**src/rtl/leader_color_clustering_halfbrite_unit_defines.svh**
```systemverilog
// Assertion helpers for the clustering unit.
`ifndef LEADER_COLOR_CLUSTERING_HALFBRITE_UNIT_DEFINES_SVH
`define LEADER_COLOR_CLUSTERING_HALFBRITE_UNIT_DEFINES_SVH
`ifndef NO_ASSERTIONS
`define LCCH_ASSERT(lbl, prop) \
  lbl: assert property (@(posedge clk) disable iff (!rst_n) prop) \
    else $error("lcch assertion failed");
`define LCCH_ASSERT_NEXT(lbl, a, b) \
  lbl: assert property (@(posedge clk) disable iff (!rst_n) (a) |=> (b)) \
    else $error("lcch assertion failed");
`else
`define LCCH_ASSERT(lbl, prop)
`define LCCH_ASSERT_NEXT(lbl, a, b)
`endif
`endif

```
**src/rtl/lcch_pkg.sv**
```systemverilog
`default_nettype none
package lcch_pkg;
  localparam int MAX_CL   = 32;
  localparam int IDX_W    = 5;
  localparam int TOT_W    = 6;
  localparam int FRAC     = 8;
  localparam int COL_W    = 8;
  localparam int MEAN_W   = 17;
  localparam int CNT_W    = 16;
  localparam int THR_W    = 18;
  localparam int SQ_W     = 34;
  localparam int ACC_W    = 36;
  localparam int DVD_W    = 34;
  localparam int DIV_CW   = 6;
  localparam int ENT_W    = 3 * MEAN_W + CNT_W + 1;
  localparam logic [DIV_CW-1:0] DIV_LAST = 6'd33;
  localparam logic [CNT_W-1:0]  CNT_MAX  = 16'hFFFF;

  localparam logic [2:0] OC_DIRECT = 3'd0;
  localparam logic [2:0] OC_HB     = 3'd1;
  localparam logic [2:0] OC_NEW    = 3'd2;
  localparam logic [2:0] OC_FULL   = 3'd3;
  localparam logic [2:0] OC_CLEAR  = 3'd4;

  localparam logic CMD_CLEAR = 1'b1;

  typedef struct packed {
    logic              hb;
    logic [CNT_W-1:0]  cnt;
    logic [MEAN_W-1:0] b;
    logic [MEAN_W-1:0] g;
    logic [MEAN_W-1:0] r;
  } entry_t;

  typedef struct packed {
    logic       item_ld;
    logic       clear;
    logic       k_inc;
    logic       sq_en;
    logic       acc_clr;
    logic       acc_en;
    logic [1:0] ch;
    logic       hb_set;
    logic       mul_ld;
    logic       div_step;
    logic       wr_fold;
    logic       wr_new;
    logic       out_ld;
    logic [2:0] outcome;
  } ctl_t;

  typedef struct packed {
    logic is_clear;
    logic total_zero;
    logic full;
    logic last;
    logic match_d;
    logic match_h;
  } stat_t;
endpackage
`default_nettype wire

```
**src/rtl/lcch_ctrl.sv**
```systemverilog
`default_nettype none
module lcch_ctrl (
  input  wire logic            clk,
  input  wire logic            rst_n,
  input  wire logic            in_valid,
  output logic                 in_ready,
  output logic                 out_valid,
  input  wire logic            out_ready,
  input  wire lcch_pkg::stat_t stat,
  output lcch_pkg::ctl_t       ctl
);
  localparam logic [3:0] S_IDLE = 4'd0;
  localparam logic [3:0] S_DEC  = 4'd1;
  localparam logic [3:0] S_RD   = 4'd2;
  localparam logic [3:0] S_SQ   = 4'd3;
  localparam logic [3:0] S_CMP  = 4'd4;
  localparam logic [3:0] S_MUL  = 4'd5;
  localparam logic [3:0] S_DIV  = 4'd6;
  localparam logic [3:0] S_WR   = 4'd7;
  localparam logic [3:0] S_NEW  = 4'd8;
  localparam logic [3:0] S_OUT  = 4'd9;

  logic [3:0]                  state_r, state_nxt;
  logic [1:0]                  ch_r, ch_nxt;
  logic [lcch_pkg::DIV_CW-1:0] cnt_r, cnt_nxt;
  logic [2:0]                  oc_r, oc_nxt;
  logic                        ov_r, ov_nxt;

  assign in_ready  = (state_r == S_IDLE);
  assign out_valid = ov_r;

  always_comb begin
    state_nxt   = state_r;
    ch_nxt      = ch_r;
    cnt_nxt     = cnt_r;
    oc_nxt      = oc_r;
    ov_nxt      = ov_r & ~out_ready;
    ctl         = '0;
    ctl.ch      = ch_r;
    ctl.outcome = oc_r;
    case (state_r)
      S_IDLE: begin
        if (in_valid) begin
          ctl.item_ld = 1'b1;
          state_nxt   = S_DEC;
        end
      end
      S_DEC: begin
        if (stat.is_clear) begin
          ctl.clear = 1'b1;
          oc_nxt    = lcch_pkg::OC_CLEAR;
          state_nxt = S_OUT;
        end else if (stat.total_zero) begin
          state_nxt = S_NEW;
        end else begin
          state_nxt = S_RD;
        end
      end
      S_RD: begin
        ch_nxt    = '0;
        state_nxt = S_SQ;
      end
      S_SQ: begin
        // squares for channel ch, sum of the previous one
        ctl.sq_en   = (ch_r != 2'd3);
        ctl.acc_clr = (ch_r == 2'd0);
        ctl.acc_en  = (ch_r != 2'd0);
        ch_nxt      = ch_r + 1'b1;
        if (ch_r == 2'd3) begin
          state_nxt = S_CMP;
        end
      end
      S_CMP: begin
        if (stat.match_d || stat.match_h) begin
          ctl.hb_set = 1'b1;
          oc_nxt     = stat.match_d ? lcch_pkg::OC_DIRECT : lcch_pkg::OC_HB;
          state_nxt  = S_MUL;
        end else if (stat.last) begin
          state_nxt = S_NEW;
        end else begin
          ctl.k_inc = 1'b1;
          state_nxt = S_RD;
        end
      end
      S_MUL: begin
        ctl.mul_ld = 1'b1;
        cnt_nxt    = '0;
        state_nxt  = S_DIV;
      end
      S_DIV: begin
        ctl.div_step = 1'b1;
        cnt_nxt      = cnt_r + 1'b1;
        if (cnt_r == lcch_pkg::DIV_LAST) begin
          state_nxt = S_WR;
        end
      end
      S_WR: begin
        ctl.wr_fold = 1'b1;
        state_nxt   = S_OUT;
      end
      S_NEW: begin
        ctl.wr_new = 1'b1;
        oc_nxt     = stat.full ? lcch_pkg::OC_FULL : lcch_pkg::OC_NEW;
        state_nxt  = S_OUT;
      end
      S_OUT: begin
        if (!ov_r || out_ready) begin
          ctl.out_ld = 1'b1;
          ov_nxt     = 1'b1;
          state_nxt  = S_IDLE;
        end
      end
      default: state_nxt = S_IDLE;
    endcase
  end

  always_ff @(posedge clk) begin
    if (!rst_n) begin
      state_r <= S_IDLE;
      ov_r    <= 1'b0;
      ch_r    <= '0;
      cnt_r   <= '0;
      oc_r    <= lcch_pkg::OC_DIRECT;
    end else begin
      state_r <= state_nxt;
      ov_r    <= ov_nxt;
      ch_r    <= ch_nxt;
      cnt_r   <= cnt_nxt;
      oc_r    <= oc_nxt;
    end
  end
endmodule
`default_nettype wire

```
**config.mk**
```make
export PLATFORM = sky130hd
export DESIGN_NAME = lcch_ctrl
export DESIGN_NICKNAME = d
export VERILOG_FILES = /design/src/rtl/leader_color_clustering_halfbrite_unit_defines.svh /design/src/rtl/lcch_pkg.sv /design/src/rtl/lcch_ctrl.sv
export SDC_FILE = /design/constraint.sdc
export NUM_CORES = 1
export LEC_CHECK = 0
export BUFFER_PORTS_ARGS = -buffer_cell sky130_fd_sc_hd__buf_2
export CELL_PAD_IN_SITES_DETAIL_PLACEMENT = 0
export CELL_PAD_IN_SITES_GLOBAL_PLACEMENT = 1
export CORE_ASPECT_RATIO = 0.75
export CORE_MARGIN = 3
export CORE_UTILIZATION = 37
export CTS_CLUSTER_SIZE = 14
export DETAILED_ROUTE_END_ITERATION = 16
export PLACE_DENSITY = 0.86
export SLEW_MARGIN = 10
export SYNTH_ARGS = -nofsm -noshare
export SYNTH_HDL_FRONTEND = slang
export SYNTH_SLANG_ARGS = --single-unit
```
**constraint.sdc**
```tcl
create_clock -name clk -period 1.9 [get_ports clk]
set_clock_uncertainty 0.2 [all_clocks]
set_input_delay 0.38 -clock clk [delete_from_list [all_inputs] [get_ports clk]]
set_output_delay 0.38 -clock clk [all_outputs]
set_load 0.05 [all_outputs]
```
---- Word-level counts from Yosys, hierarchy flattened ----
Cells that the tools add are included.
storage, ports and cells
  bits in registers ....................... 16
  bits of input ports ..................... 10
  output and inout port bits .............. 19
operators by class
  $add $sub $neg .......................... 2
  eq/ne operators ......................... 18
  muxes and demuxes ....................... 34
  bitwise operators ....................... 2
  reduce and logical (&&, ||, !) cells .... 12
operators with widths
  cell                                                              count
  4-bit case mux with 9 select lines                                1
  4-bit 2-to-1 mux                                                  8
  1-bit 2-to-1 mux                                                  19
  4-bit by 3-bit == test with 1-bit output (second input constant)  4
  2-bit inequality test (second input constant)                     7
  6-bit case mux with 2 select lines                                1
  3-bit 2-to-1 mux                                                  3
  3-bit case mux with 3 select lines                                1
  4-bit by 2-bit == test with 1-bit output (second input constant)  2
  4-bit == test (second input constant)                             2
  6-bit by 1-bit adder with 6-bit output (second input constant)    1
  6-bit == test (second input constant)                             1
  2-bit nonzero test                                                3
  4-bit by 1-bit == test with 1-bit output (second input constant)  1
  4-bit zero test                                                   1
  2-bit case mux with 2 select lines                                1
  4-bit AND reduction                                               1
  3-bit AND reduction                                               1
  3-bit nonzero test                                                1
  2-bit by 1-bit adder with 2-bit output (second input constant)    1
  2-bit == test (second input constant)                             1
  2-bit zero test                                                   1
  1-bit logical OR                                                  2
  2-bit OR reduction                                                1
  other kinds (3)                                                   3

---- Longest topological paths before layout ----
  depth after elaboration ................. 4
  depth in mapped cells ................... 6
  depth with buffers taken out ............ 6

---- Worst setup path after synthesis ----
Ideal clock, no wire load.
  kind .................................... register -> output
  start point ............................. register state_r[0]
  end point ............................... output port ctl[16] (netlist name)
  arrival time ............................ 2.410 ns
  required time ........................... 1.320 ns
  path slack .............................. -1.090 ns
  stages on the path, launching flop included .. 5
  path buffers ............................ 1
  path through ............................ dfxtp_1 -> buf_2 -> or2_2 -> nor3_1 -> and2_1
RTL lines
  what                    RTL line          RTL
  from (decl)             lcch_ctrl.sv:23   logic [3:0] state_r, state_nxt;
  from (signal assigned)  lcch_ctrl.sv:125  state_r <= state_nxt;
  to (decl)               lcch_ctrl.sv:10   output lcch_pkg::ctl_t ctl

==> impl_metrics.json <==
{
  "run_status": "finished with violations",
  "violations": "setup timing",
  "wire_length_per_cell_after_detailed_routing_um": 15.9,
  "max_cap_violations": 0,
  "setup_viol": 4,
  "grt_overflow": 0,
  "timing.critical_path.arrival_ns": 1.35,
  "cts_inserted_buffers": 3,
  "clkSinkCount": 16,
  "vias": 1235,
  "final-max-slew-violation-count": 0,
  "met2RoutedLength_um": 1670,
  "netlist.area_leader.share": 0.287,
  "relative_contribution_of_the_clock_network_to_total_power": 0.136,
  "rsz0062_at_grt": "true",
  "final-seq-area_um2": 330,
  "timing.final.hold_violations": 0,
  "most_used_standard_cell_by_instance_count_after_synthesis": "sky130_fd_sc_hd__nor2_1",
  "pwr_density_cell_mw_per_mm2": 1290,
  "synth.avg_cell_area_um2": 7.97,
  "post_drt_via_cell_ratio": 5.46,
  "pwr_total_w": 0.00229,
  "synth-seq-cells": 16,
  "min_period_over_period": 1.01,
  "number_of_enable_type_register_cells_in_the_synthesized_netlist": 0,
  "ioPinCount": 29,
  "yosysTopAreaCell": "sky130_fd_sc_hd__dfxtp_1",
  "die_area_mm2": 0.00372,
  "drtPass1Iterations": 4,
  "dp_cells": 205,
  "worst_ep_required_time_ns": 1.32,
  "rows": 16,
  "reg2regPathDepth": 6,
  "die_width_um": 69.4,
  "die-height_um": 53.6,
  "netlist_top_cells_area": "sky130_fd_sc_hd__dfxtp_1, sky130_fd_sc_hd__nor2_1, sky130_fd_sc_hd__a21oi_1",
  "clock_path_buffers": 2,
  "post_cts_hold_buffer_count": 0,
  "synth-seq-area-share": 0.287,
  "highest_metal_layer_used_by_the_detailed_router": "met4",
  "net_switching_power_of_the_design_w": 0.000972,
  "grt_start_max_net_pins": 17,
  "core_mm2": 0.00274,
  "combinationalPowerShare": 0.655,
  "tritoncts": "yes",
  "place_congestion": 0.830,
  "fmaxAchievable_ghz": 0.519,
  "syn_area_mm2": 0.00112,
  "final-instance-count-excl-fill": 226,
  "timing.setup.critical_path_class": "register to output pin",
  "antenna_found_initial": 0,
  "detail_route.wirelength_um": 3600,
  "timing.hold.worst_path_depth": 3,
  "antennaDiodeCount": 0,
  "routed_met3_length_um": 216,
  "post_route_cells_drive_above_1_share": 0.500,
  "ys_top_cells_by_count": "sky130_fd_sc_hd__nor2_1, sky130_fd_sc_hd__dfxtp_1, sky130_fd_sc_hd__a21oi_1",
  "clock_slew_at_reported_path_ffs_ns": 0.07,
  "ir_drop_mv": 0.580,
  "io_buffers": 28,
  "synth_cell_types": 48,
  "wl_met1_um": 1680,
  "p_sw_frac": 0.425,
  "critPathLaunchType": "register",
  "crit_path_end_kind": "output pin",
  "post-route-min-period_ns": 1.93,
  "syn_nets": 154,
  "ctsHtreeMaxLevel": 1,
  "ys_warn_count": 0,
  "sequential_power_share": 0.208,
  "cellInternalPower_w": 0.00132,
  "first_iteration_detailed_routing_drc_count": 52,
  "tightest_slew_ns": 0.500,
  "most_used_flip_flop_cell_after_synthesis": "sky130_fd_sc_hd__dfxtp_1",
  "grt_pass1_wl_um": 5160,
  "buffer_cell_driving_the_clock_tree_root": "sky130_fd_sc_hd__clkbuf_8",
  "synthCells": 140,
  "timing.final.ws_setup_ns": -0.0280,
  "dpl.hpwl_um": 2250,
  "leakage_nw": 0.747,
  "worstHoldPathType": "primary input to register",
  "nets": 205,
  "num-fill-cells": 219,
  "drcViolationCount": 0,
  "insertion_delay_ns": 0.26,
  "synth_async_sr_flop_share": 0,
  "groute.usage.overall": 0.176,
  "max-slew-margin-rel": 0.663,
  "timing.critical_path.fanout_max": 8,
  "floorplan.initialDensity": 0.407,
  "drtAntennaViolNets": 0,
  "syn_to_final_growth_pct": 59.5,
  "via_count_of_the_first_global_routing_pass": 1088,
  "multiInputGateArea_um2": 818
}
==> cells in the final DEF, fill, tap and decap left out, drive strengths merged, types with 3 or more instances in the layout <==
cell type  instances
ha                 4
nor4               3
nand3              3
buf               56
clkbuf             5
nand4bb            4
dfxtp             16
inv                7
nor3               4
a21oi             12
nand2              7
nand2b             4
nor2              23
==> worst max-delay path, cell delays in order, from the launching register on <==
cell                        delay (ns)
sky130_fd_sc_hd__dfxtp_4          0.39
sky130_fd_sc_hd__nand4bb_1        0.33
sky130_fd_sc_hd__nor2b_2          0.17
sky130_fd_sc_hd__buf_4            0.20
==> power by group through the flow <==
stage | Clock [W] | Combinational [W] | Sequential [W]
2_1_floorplan | 0 | 0.000798 | 0.000483
6_report | 0.000312 | 0.00150 | 0.000476
4_1_cts | 0.000316 | 0.00118 | 0.000453
3_5_place_dp | 0 | 0.00106 | 0.000442
5_1_grt | 0.000337 | 0.00159 | 0.000482
3_3_place_gp | 0 | 0.00105 | 0.000436
==> final timing paths <==
path	to	from	slack, ns
worst max-delay path	ctl[3]	state_r[1]	-0.03
worst min-delay path	state_r[3]	stat[2]	0.23
worst max register to register	cnt_r[5]	state_r[0]	0.05
worst min register to register	oc_r[0]	oc_r[0]	0.26
==> flip-flops by register name, indices dropped and copies added (netlist names) <==
signal,cells
ch_r,2
cnt_r,6
oc_r,3
out_valid,1
state_r,4
==> metal layers <==
layer,global-route usage,vias up
li1,-,598
met1,0.225,595
met2,0.305,38
met3,0.0560,4
met4,0.0195,0
met5,0,-
==> what timing repair did <==
action                                  4_1_cts  5_1_grt
buffers inserted                              2       14
pin swaps                                     5        4
resized for setup                            36       21
endpoints found under the setup margin       12       16
gates cloned                                  0        1
==> area by class of cell <==
| cell class | instances | area share |
|---|---|---|
| well taps | 36 | 0.0253 |
| multi-input cells | 106 | 0.460 |
| repair buffers | 57 | 0.281 |
| flip-flops and latches | 16 | 0.186 |
| inverters | 7 | 0.0176 |
| clock buffers | 4 | 0.0309 |
==> cells by family (layout without fill, tap and decap cells) <==
group / after synthesis / count (layout) / synth area share
AO/OA/AOI/OAI: 31 / 31 / 0.189
XOR/XNOR: 2 / 2 / 0.0157
adder cells (fa/ha/maj): 4 / 4 / 0.0448
buffers and inverters: 18 / 68 / 0.0807
flip-flops: 16 / 16 / 0.287
multiplexers: 3 / 3 / 0.0291
AND/OR/NAND/NOR: 66 / 66 / 0.353
==> metrics by stage <==
step                      setup WS [ns]  utilization  hold WS [ns]  area (um2)  TNS (ns)
final                           -0.0280        0.649         0.233        1780   -0.0907
after global routing            -0.0969        0.649         0.231        1780    -0.625
after CTS                       -0.0269        0.569         0.227        1560   -0.0312
after detailed placement         0.0612        0.501         0.251        1380         0
after global placement            0.112        0.501         0.244        1380         0
after floorplan                  -0.234            -         0.285        1160    -0.262
No activity file was read; power rests on OpenSTA's default activity.
